## config.mk

```make
export PLATFORM = sky130hd
export DESIGN_NAME = terminal_key_escape_decoder_core
export DESIGN_NICKNAME = d
export VERILOG_FILES = /design/src/rtl/tkd_pkg.sv /design/src/rtl/tkd_decode.sv /design/src/rtl/tkd_out_reg.sv /design/src/rtl/terminal_key_escape_decoder_core.sv
export SDC_FILE = /design/constraint.sdc
export NUM_CORES = 1
export LEC_CHECK = 0
export BUFFER_PORTS_ARGS = -buffer_cell sky130_fd_sc_hd__buf_2
export CORE_MARGIN = 3
export CORE_UTILIZATION = 61
export CTS_BUF_LIST = sky130_fd_sc_hd__clkbuf_16
export CTS_CLUSTER_DIAMETER = 80
export DETAILED_ROUTE_END_ITERATION = 12
export PLACE_DENSITY_LB_ADDON = 0.25
export RECOVER_POWER = 25
export SLEW_MARGIN = 20
export SYNTH_ARGS = -nofsm -noshare
export SYNTH_HDL_FRONTEND = slang
export SYNTH_HIERARCHICAL = 1
export SYNTH_SLANG_ARGS = --single-unit
```

## constraint.sdc

```tcl
create_clock -name clk -period 2.7 [get_ports clk]
set_input_delay 0.27 -clock clk [delete_from_list [all_inputs] [get_ports clk]]
set_output_delay 0.27 -clock clk [all_outputs]
set_load 0.05 [all_outputs]
```

## src/rtl/tkd_pkg.sv

```systemverilog
// Shared types, byte codes and key tables for the terminal key escape decoder.
// No dependencies; tkd_decode, tkd_out_reg and the top level import this package.
package tkd_pkg;

  // Bytes that steer the parser
  localparam logic [7:0] ByteEsc   = 8'h1b;
  localparam logic [7:0] ByteCsi   = 8'h5b;  // '['
  localparam logic [7:0] ByteSs3   = 8'h4f;  // 'O'
  localparam logic [7:0] ByteTilde = 8'h7e;  // '~'
  localparam logic [7:0] ByteZero  = 8'h30;  // '0'
  localparam logic [7:0] ByteNine  = 8'h39;  // '9'

  // Input kinds carried on tuser
  localparam logic OpByte    = 1'b0;
  localparam logic OpTimeout = 1'b1;

  // Special key codes
  localparam logic [3:0] KeyLeft  = 4'd0;
  localparam logic [3:0] KeyRight = 4'd1;
  localparam logic [3:0] KeyUp    = 4'd2;
  localparam logic [3:0] KeyDown  = 4'd3;
  localparam logic [3:0] KeyDel   = 4'd4;
  localparam logic [3:0] KeyHome  = 4'd5;
  localparam logic [3:0] KeyEnd   = 4'd6;
  localparam logic [3:0] KeyPgUp  = 4'd7;
  localparam logic [3:0] KeyPgDn  = 4'd8;
  localparam logic [3:0] KeyNone  = 4'hf;

  typedef enum logic [1:0] {
    PH_IDLE,
    PH_ESC,
    PH_FIRST,
    PH_DIGIT
  } phase_t;

  // One decoded result item
  typedef struct packed {
    logic       valid;
    logic       special;
    logic [7:0] value;
  } res_t;

  // Final letter of ESC [ x
  function automatic logic [3:0] map_csi_letter(input logic [7:0] b);
    logic [3:0] k;
    unique case (b)
      8'h41:   k = KeyUp;     // 'A'
      8'h42:   k = KeyDown;   // 'B'
      8'h43:   k = KeyRight;  // 'C'
      8'h44:   k = KeyLeft;   // 'D'
      8'h48:   k = KeyHome;   // 'H'
      8'h46:   k = KeyEnd;    // 'F'
      default: k = KeyNone;
    endcase
    return k;
  endfunction

  // Digit of ESC [ d ~
  function automatic logic [3:0] map_tilde_digit(input logic [7:0] d);
    logic [3:0] k;
    unique case (d)
      8'h31:   k = KeyHome;
      8'h33:   k = KeyDel;
      8'h34:   k = KeyEnd;
      8'h35:   k = KeyPgUp;
      8'h36:   k = KeyPgDn;
      8'h37:   k = KeyHome;
      8'h38:   k = KeyEnd;
      default: k = KeyNone;
    endcase
    return k;
  endfunction

endpackage

```

## src/rtl/tkd_decode.sv

```systemverilog
// Escape sequence parser: phase FSM plus the held sequence bytes.
// Depends on tkd_pkg.
module tkd_decode (
  input  logic          clk,
  input  logic          rst,
  input  logic          step,      // consume one item this cycle
  input  logic          opcode,
  input  logic [7:0]    byte_in,
  output tkd_pkg::res_t res
);
  import tkd_pkg::*;

  phase_t     phase, phase_next;
  logic [7:0] first_after_escape;
  logic [7:0] held_digit;
  logic       timeout;
  logic       is_digit;
  logic [3:0] key;

  assign timeout  = (opcode == OpTimeout);
  assign is_digit = (byte_in >= ByteZero) && (byte_in <= ByteNine);

  // next state
  always_comb begin
    phase_next = PH_IDLE;
    unique case (phase)
      PH_IDLE: begin
        if (!timeout && byte_in == ByteEsc) phase_next = PH_ESC;
      end
      PH_ESC: begin
        if (!timeout) phase_next = PH_FIRST;
      end
      PH_FIRST: begin
        if (!timeout && first_after_escape == ByteCsi && is_digit) phase_next = PH_DIGIT;
      end
      PH_DIGIT: phase_next = PH_IDLE;
      default:  phase_next = PH_IDLE;
    endcase
  end

  // outputs
  always_comb begin
    key         = KeyNone;
    res.valid   = 1'b0;
    res.special = 1'b0;
    res.value   = ByteEsc;
    unique case (phase)
      PH_IDLE: begin
        if (!timeout && byte_in != ByteEsc) begin
          res.valid = 1'b1;
          res.value = byte_in;
        end
      end
      PH_ESC: begin
        res.valid = timeout;
      end
      PH_FIRST: begin
        if (timeout) begin
          res.valid = 1'b1;
        end else if (first_after_escape == ByteCsi) begin
          res.valid = !is_digit;
          key       = map_csi_letter(byte_in);
        end else begin
          res.valid = 1'b1;
          if (first_after_escape == ByteSs3 && byte_in == 8'h48) key = KeyHome;
          if (first_after_escape == ByteSs3 && byte_in == 8'h46) key = KeyEnd;
        end
        if (key != KeyNone) begin
          res.special = 1'b1;
          res.value   = {4'd0, key};
        end
      end
      PH_DIGIT: begin
        res.valid = 1'b1;
        if (!timeout && byte_in == ByteTilde) key = map_tilde_digit(held_digit);
        if (key != KeyNone) begin
          res.special = 1'b1;
          res.value   = {4'd0, key};
        end
      end
      default: res.valid = 1'b0;
    endcase
  end

  always_ff @(posedge clk) begin
    if (rst) begin
      phase <= PH_IDLE;
    end else if (step) begin
      phase <= phase_next;
    end
  end

  always_ff @(posedge clk) begin
    if (rst) begin
      first_after_escape <= 8'd0;
      held_digit         <= 8'd0;
    end else if (step) begin
      if (phase == PH_ESC && !timeout) first_after_escape <= byte_in;
      if (phase == PH_FIRST && !timeout && first_after_escape == ByteCsi && is_digit)
        held_digit <= byte_in;
    end
  end

endmodule

```

## src/rtl/tkd_out_reg.sv

```systemverilog
// Result register on the master side; loads a decoded item, holds it until taken.
// Depends on tkd_pkg.
module tkd_out_reg (
  input  logic          clk,
  input  logic          rst,
  input  logic          load,
  input  tkd_pkg::res_t res,
  input  logic          take,     // downstream ready
  output logic          free,     // can load this cycle
  output logic          valid,
  output logic          special,
  output logic [7:0]    value
);
  import tkd_pkg::*;

  assign free = !valid || take;

  always_ff @(posedge clk) begin
    if (rst) begin
      valid <= 1'b0;
    end else if (free) begin
      valid <= load && res.valid;
    end
  end

  always_ff @(posedge clk) begin
    if (free && load && res.valid) begin
      special <= res.special;
      value   <= res.value;
    end
  end

endmodule

```

## src/rtl/terminal_key_escape_decoder_core.sv

```systemverilog
// Top level of the terminal key escape decoder: input register, parser, result register.
// Depends on tkd_pkg, tkd_decode and tkd_out_reg.
//
// Decodes a stream of terminal bytes into plain bytes and special keys (arrows, home,
// end, delete, page up/down) from VT100/ANSI sequences ESC [ A/B/C/D/H/F, ESC O H/F
// and ESC [ digit ~. Each input transaction is a received byte (tuser 0) or a read
// timeout (tuser 1). A timeout or an unknown byte inside a sequence yields one plain
// ESC and drops the bytes taken so far; a timeout outside a sequence yields nothing.
// One transaction is accepted every clock cycle while not stalled; a result reaches the
// master side through the input register, then the result register. Backpressure on the
// master side stalls the slave side only when both registers hold items.
module terminal_key_escape_decoder_core (
  input  logic       clk,
  input  logic       rst,
  // slave side
  input  logic       s_tvalid,
  output logic       s_tready,
  input  logic [7:0] s_tdata,   // [7:0] byte_in
  input  logic       s_tuser,   // [0] opcode (0 byte, 1 timeout)
  // master side
  output logic       m_tvalid,
  input  logic       m_tready,
  output logic [7:0] m_tdata,   // [7:0] key_value
  output logic       m_tuser    // [0] is_special
);
  import tkd_pkg::*;

  // input register
  logic       in_valid;
  logic       in_opcode;
  logic [7:0] in_byte;
  logic       out_free;
  logic       advance;
  res_t       res;

  // the parser steps when the held item can move on into the result register
  assign advance  = in_valid && out_free;
  assign s_tready = !in_valid || out_free;

  always_ff @(posedge clk) begin
    if (rst) begin
      in_valid <= 1'b0;
    end else if (s_tready) begin
      in_valid <= s_tvalid;
    end
  end

  always_ff @(posedge clk) begin
    if (s_tready && s_tvalid) begin
      in_opcode <= s_tuser;
      in_byte   <= s_tdata;
    end
  end

  tkd_decode u_decode (
    .clk     (clk),
    .rst     (rst),
    .step    (advance),
    .opcode  (in_opcode),
    .byte_in (in_byte),
    .res     (res)
  );

  tkd_out_reg u_out (
    .clk     (clk),
    .rst     (rst),
    .load    (advance),
    .res     (res),
    .take    (m_tready),
    .free    (out_free),
    .valid   (m_tvalid),
    .special (m_tuser),
    .value   (m_tdata)
  );

endmodule

```

Yosys cells after proc, flatten, opt, wreduce, memory -nomap -nowiden
Index checks and enable logic that the tools add are counted.
{"block": "totals", "regBits": 38, "input_bits": 13, "elab_cells": 84}
{"block": "classes", "n_lt_le_gt_ge": 2, "eq_ne": 23, "muxes": 22, "n_reduce_logical": 28}
{"op": "8-bit by 7-bit equality test with 1-bit output, second input constant", "n": 9}
{"op": "8-bit by 6-bit equality test with 1-bit output, second input constant", "n": 7}
{"op": "4-bit 2-to-1 mux", "n": 7}
{"op": "4-bit one-hot mux with 6 select lines", "n": 1}
{"op": "8-bit one-hot mux with 3 select lines", "n": 1}
{"op": "4-bit one-hot mux with 5 select lines", "n": 1}
{"op": "9-bit 2-to-1 mux", "n": 2}
{"op": "1-bit logical AND", "n": 17}
{"op": "8-bit by 5-bit equality test with 1-bit output, second input constant", "n": 1}
{"op": "8-bit by 6-bit >= comparator with 1-bit output, second input constant", "n": 1}
{"op": "8-bit by 6-bit <= comparator with 1-bit output, second input constant", "n": 1}
{"op": "8-bit 2-to-1 mux", "n": 1}
{"op": "4-bit != test, second input constant", "n": 2}
{"op": "8-bit by 5-bit != test with 1-bit output, second input constant", "n": 1}
{"op": "2-bit one-hot mux with 4 select lines", "n": 1}
{"op": "2-bit equality test, second input constant", "n": 2}
{"op": "1-bit zero test", "n": 4}
{"op": "1-bit 2-to-1 mux", "n": 4}
{"op": "2-bit 2-to-1 mux", "n": 2}
{"op": "1-bit one-hot mux with 4 select lines", "n": 1}
{"op": "2-bit AND reduction", "n": 2}
{"op": "2-bit OR reduction", "n": 2}
{"op": "2-bit by 1-bit equality test with 1-bit output, second input constant", "n": 1}
{"op": "2-bit zero test", "n": 1}
{"op": "2 further kinds", "n": 3}

Longest topological paths before layout
{"block": "logic_depth", "word_depth": 10, "depth_mapped": 7, "ltp_nobuf": 6}

By module
The synthesis kept the hierarchy.
{"module": "tkd_decode", "instances": 1, "cells_each": 155, "area_per_inst_um2": 1198.6}
{"module": "terminal_key_escape_decoder_core", "instances": 1, "cells_each": 15, "area_per_inst_um2": 332.8}
{"module": "tkd_out_reg", "instances": 1, "cells_each": 14, "area_per_inst_um2": 332.8}

Least setup slack after synthesis
Ideal clock, no wire load.
{"block": "synth_path", "path_type": "register to register", "start": "register u_decode.phase[0]", "end": "register u_out.special, enable pin", "arrival_time_ns": 1.407, "t_required_ns": 2.379, "setup_slack_ns": 0.972, "stages_incl_launch_ff": 6, "synth_period_minus_slack_ns": 1.728, "path_cell_list": "dfxtp_1 > clkbuf_1 > or3_1 > o211ai_1 > nand2_2 > nor2b_4"}
{"item": "start, declared", "line_no": "tkd_decode.sv:13", "rtl": "phase_t phase, phase_next;"}
{"item": "start signal, assigned", "line_no": "tkd_decode.sv:89", "rtl": "phase <= phase_next;"}
{"item": "end signal, assigned", "line_no": "tkd_out_reg.sv:28", "rtl": "special <= res.special;"}
{"item": "end, declared", "line_no": "tkd_out_reg.sv:11", "rtl": "output logic special,"}

==> results.json <==
{
  "critPathRequiredTime_ns": 2.72,
  "place_area_mm2": 0.00197,
  "regToRegSetupSlack_ns": 0.73,
  "worstMarginPinSlew_ns": 0.535,
  "routed_wl_mm": 4.03,
  "max-slew-margin-rel": 0.643,
  "switching_share": 0.209,
  "die_x_um": 61.3,
  "cts_tree": "done",
  "viasPerCell": 6.17,
  "post_cts_resized": 0,
  "fin_area_mm2": 0.00209,
  "antenna_found_initial": 0,
  "slowest_delay_ns": 0.63,
  "cts_sinks": 38,
  "holdBufCountCts": 0,
  "reg2reg_to": "u_out/value[4]$_DFFE_PP_",
  "cp_top_family": "simple AND/OR/NAND/NOR gates",
  "setup-tns-final_ns": 0,
  "setup_violations": 0,
  "synth_nets": 197,
  "regArea_um2": 941,
  "fmax_mhz": 509,
  "io_pins": 24,
  "ys_types": 49,
  "drive_gt1_frac": 0.180,
  "synthTopCellsByArea": "edfxtp_1 29%, dfxtp_1 21%, nand2_1 5.0%, mux2i_1 4.3%, a21oi_1 4.0%",
  "maxCapViolations": 0,
  "ant_nets": 0,
  "cp-start-kind": "flop",
  "cp.arrival_ns": 1.98,
  "insertion_delay_ns": 0.27,
  "vias": 1463,
  "fin_crit_sh": 0.728,
  "irDropWorstVdd_v": 0.000655,
  "drc": 0,
  "cts_buffer_depth": 2,
  "syn_inst": 184,
  "seqPwrFrac": 0.518,
  "multi_input_area_um2": 846,
  "syn-cell-area_mm2": 0.00186,
  "finalHoldViolCount": 0,
  "synth_top_area_cell": "edfxtp_1",
  "p_leak_uw": 0.000799,
  "synth.most_common_cell": "nand2_1",
  "slew_violations": 0,
  "fin_crit_ns": 1.97,
  "rsz0062_at_grt": "no",
  "path_class": "flop to flop",
  "grt_max_degree": 21,
  "cellPowerDensity_mw_per_mm2": 590,
  "io_buffer_count": 23,
  "fp.dieH_um": 61.3,
  "crit_path_end_kind": "flop",
  "p_int_uw": 976,
  "pwr-share-clk": 0.428,
  "async_flop_share": 0,
  "core_area_mm2": 0.00283,
  "syn_to_final_growth_pct": 12.2,
  "grt_pass1_wl_mm": 6.71,
  "fillCellCount": 230,
  "min_to": "in_byte[2]$_DFFE_PP_",
  "utilization": 0.739,
  "grt_pass1_vias": 1449,
  "worstReg2RegStart": "in_byte[4]$_DFFE_PP_",
  "postCtsSetupRepairBufs": 0,
  "post_drt_wl_per_cell_um": 17.0,
  "initialDrtViolationCount": 58,
  "min_from": "s_tdata[2]",
  "antenna_cells": 0,
  "clockRootBuffer": "clkbuf_16",
  "place.gp.congestion": 0.976,
  "nets": 218,
  "num_rows": 19,
  "track_usage": 0.248,
  "cts_made_buffers": 5,
  "slowest_stage": "or4b_1",
  "worst-path-buf-inv": 0,
  "drt_first_pass_iters": 4,
  "rr_worst_depth": 5,
  "synthTopCellsByCount": "25 x nand2_1, 20 x dfxtp_1, 18 x edfxtp_1, 15 x a21oi_1, 12 x nor2_1",
  "yosys_warnings": 6,
  "die_area_mm2": 0.00376,
  "skew_ns": 0.00797,
  "ys.flop_type": "dfxtp_1",
  "grt.overflow.total": 0,
  "hp-class": "input pin to flop",
  "seq_area_frac_synth": 0.505,
  "path_cells": "or4b_1 -> nand2_1 -> o2111ai_1 -> nand2b_4 -> o211a_1",
  "whs_path_depth": 1,
  "yosysTopAreaCellShare": 0.290,
  "start_util": 0.659,
  "avgSynthCellArea_um2": 10.1,
  "clk_pin_slew_worst_paths_ns": 0.05,
  "path_max_fanout": 6,
  "outcome": "finished, final reports clean",
  "cts_htree_levels": 2,
  "synth_edf_count": 18,
  "p_switching_uw": 258,
  "ys_ff_latch": 38,
  "dp_hpwl_mm": 2.94,
  "p_comb_frac": 0.054
}
-- cell type report --
class                      instances  area share
tap                               31      0.0185
inverter                           4     0.00718
sequential                        38       0.450
timing repair buffer              23      0.0550
clock buffer                       5      0.0598
multi-input combinational        133       0.404
clock inverter                     3     0.00538
-- stage by stage --
stage,hold WS (ns),cells,worst slack (ns),total power (uW)
2_1_floorplan,0.332,184,0.972,695
3_3_place_gp,0.437,229,0.793,718
3_5_place_dp,0.443,229,0.770,720
4_1_cts,0.165,237,0.753,1250
5_1_grt,0.162,237,0.642,1280
6_report,0.169,237,0.735,1230
-- cells by family after synthesis --
logic type | count (synthesis) | share of synthesized area
flip-flops | 38 | 0.505
AO/OA/AOI/OAI | 38 | 0.137
buffers and inverters | 13 | 0.0322
XOR/XNOR | 1 | 0.00470
AND/OR/NAND/NOR | 86 | 0.279
multiplexers | 8 | 0.0430
-- worst max-delay path by stage --
| stage | slack (ns) | startpoint | endpoint | depth (start not counted) |
|---|---|---|---|---|
| detailed placement | 0.77 | in_byte[4]$_DFFE_PP_ | u_out/value[4]$_DFFE_PP_ | 5 |
| floorplan | 0.97 | u_decode/phase[0]$_SDFFE_PP0P_ | u_out/special$_DFFE_PP_ | 5 |
| finish | 0.73 | in_byte[4]$_DFFE_PP_ | u_out/value[4]$_DFFE_PP_ | 5 |
| global route | 0.64 | in_byte[4]$_DFFE_PP_ | u_out/value[4]$_DFFE_PP_ | 5 |
| CTS | 0.75 | in_byte[4]$_DFFE_PP_ | u_out/value[4]$_DFFE_PP_ | 5 |
| global placement | 0.79 | in_byte[4]$_DFFE_PP_ | u_out/value[4]$_DFFE_PP_ | 5 |
-- per-layer routing --
layer	global-route usage	vias to the layer above	routed length (um)
met4	0.130	0	91
met1	0.289	686	1670
met5	0	-	0
met2	0.431	53	2070
li1	-	714	-
met3	0.0461	10	201
-- state kept, by name, indices dropped and copies added (netlist names) --
signal,flops
u_out/value,8
in_byte,8
in_opcode,1
u_out/valid,1
u_decode/held_digit,8
u_out/special,1
u_decode/phase,2
in_valid,1
u_decode/first_after_escape,8
-- worst register-to-register path, cell delays in order (launching register included) --
cell	delay [ns]
edfxtp_1	0.50
or4b_1	0.63
nand2_1	0.11
o2111ai_1	0.14
nand2b_4	0.20
o211a_1	0.14
-- cells in the final DEF, fill, tap and decap left out, types with 3 or more instances in the layout --
cell	count
nand2b_1	5
and3b_1	3
nand3b_1	3
edfxtp_1	18
nor4_1	3
nor2_1	12
and2_1	3
clkbuf_16	5
nor3_1	4
nand2_1	25
inv_1	4
nor2b_1	6
nand4b_1	3
a21oi_1	15
dfxtp_1	20
mux2i_1	8
clkinv_1	3
buf_2	23
o21ai_0	6
o211ai_1	3
-- power groups by stage --
stage | combinational [uW] | clock, uW | sequential [uW]
after global placement | 66.6 | 0 | 651
final | 66.7 | 528 | 639
after global routing | 73.5 | 567 | 641
after CTS | 68.6 | 539 | 639
after floorplan | 44.9 | 0 | 650
after detailed placement | 68.1 | 0 | 651
Power figures use the tool's default switching activity.
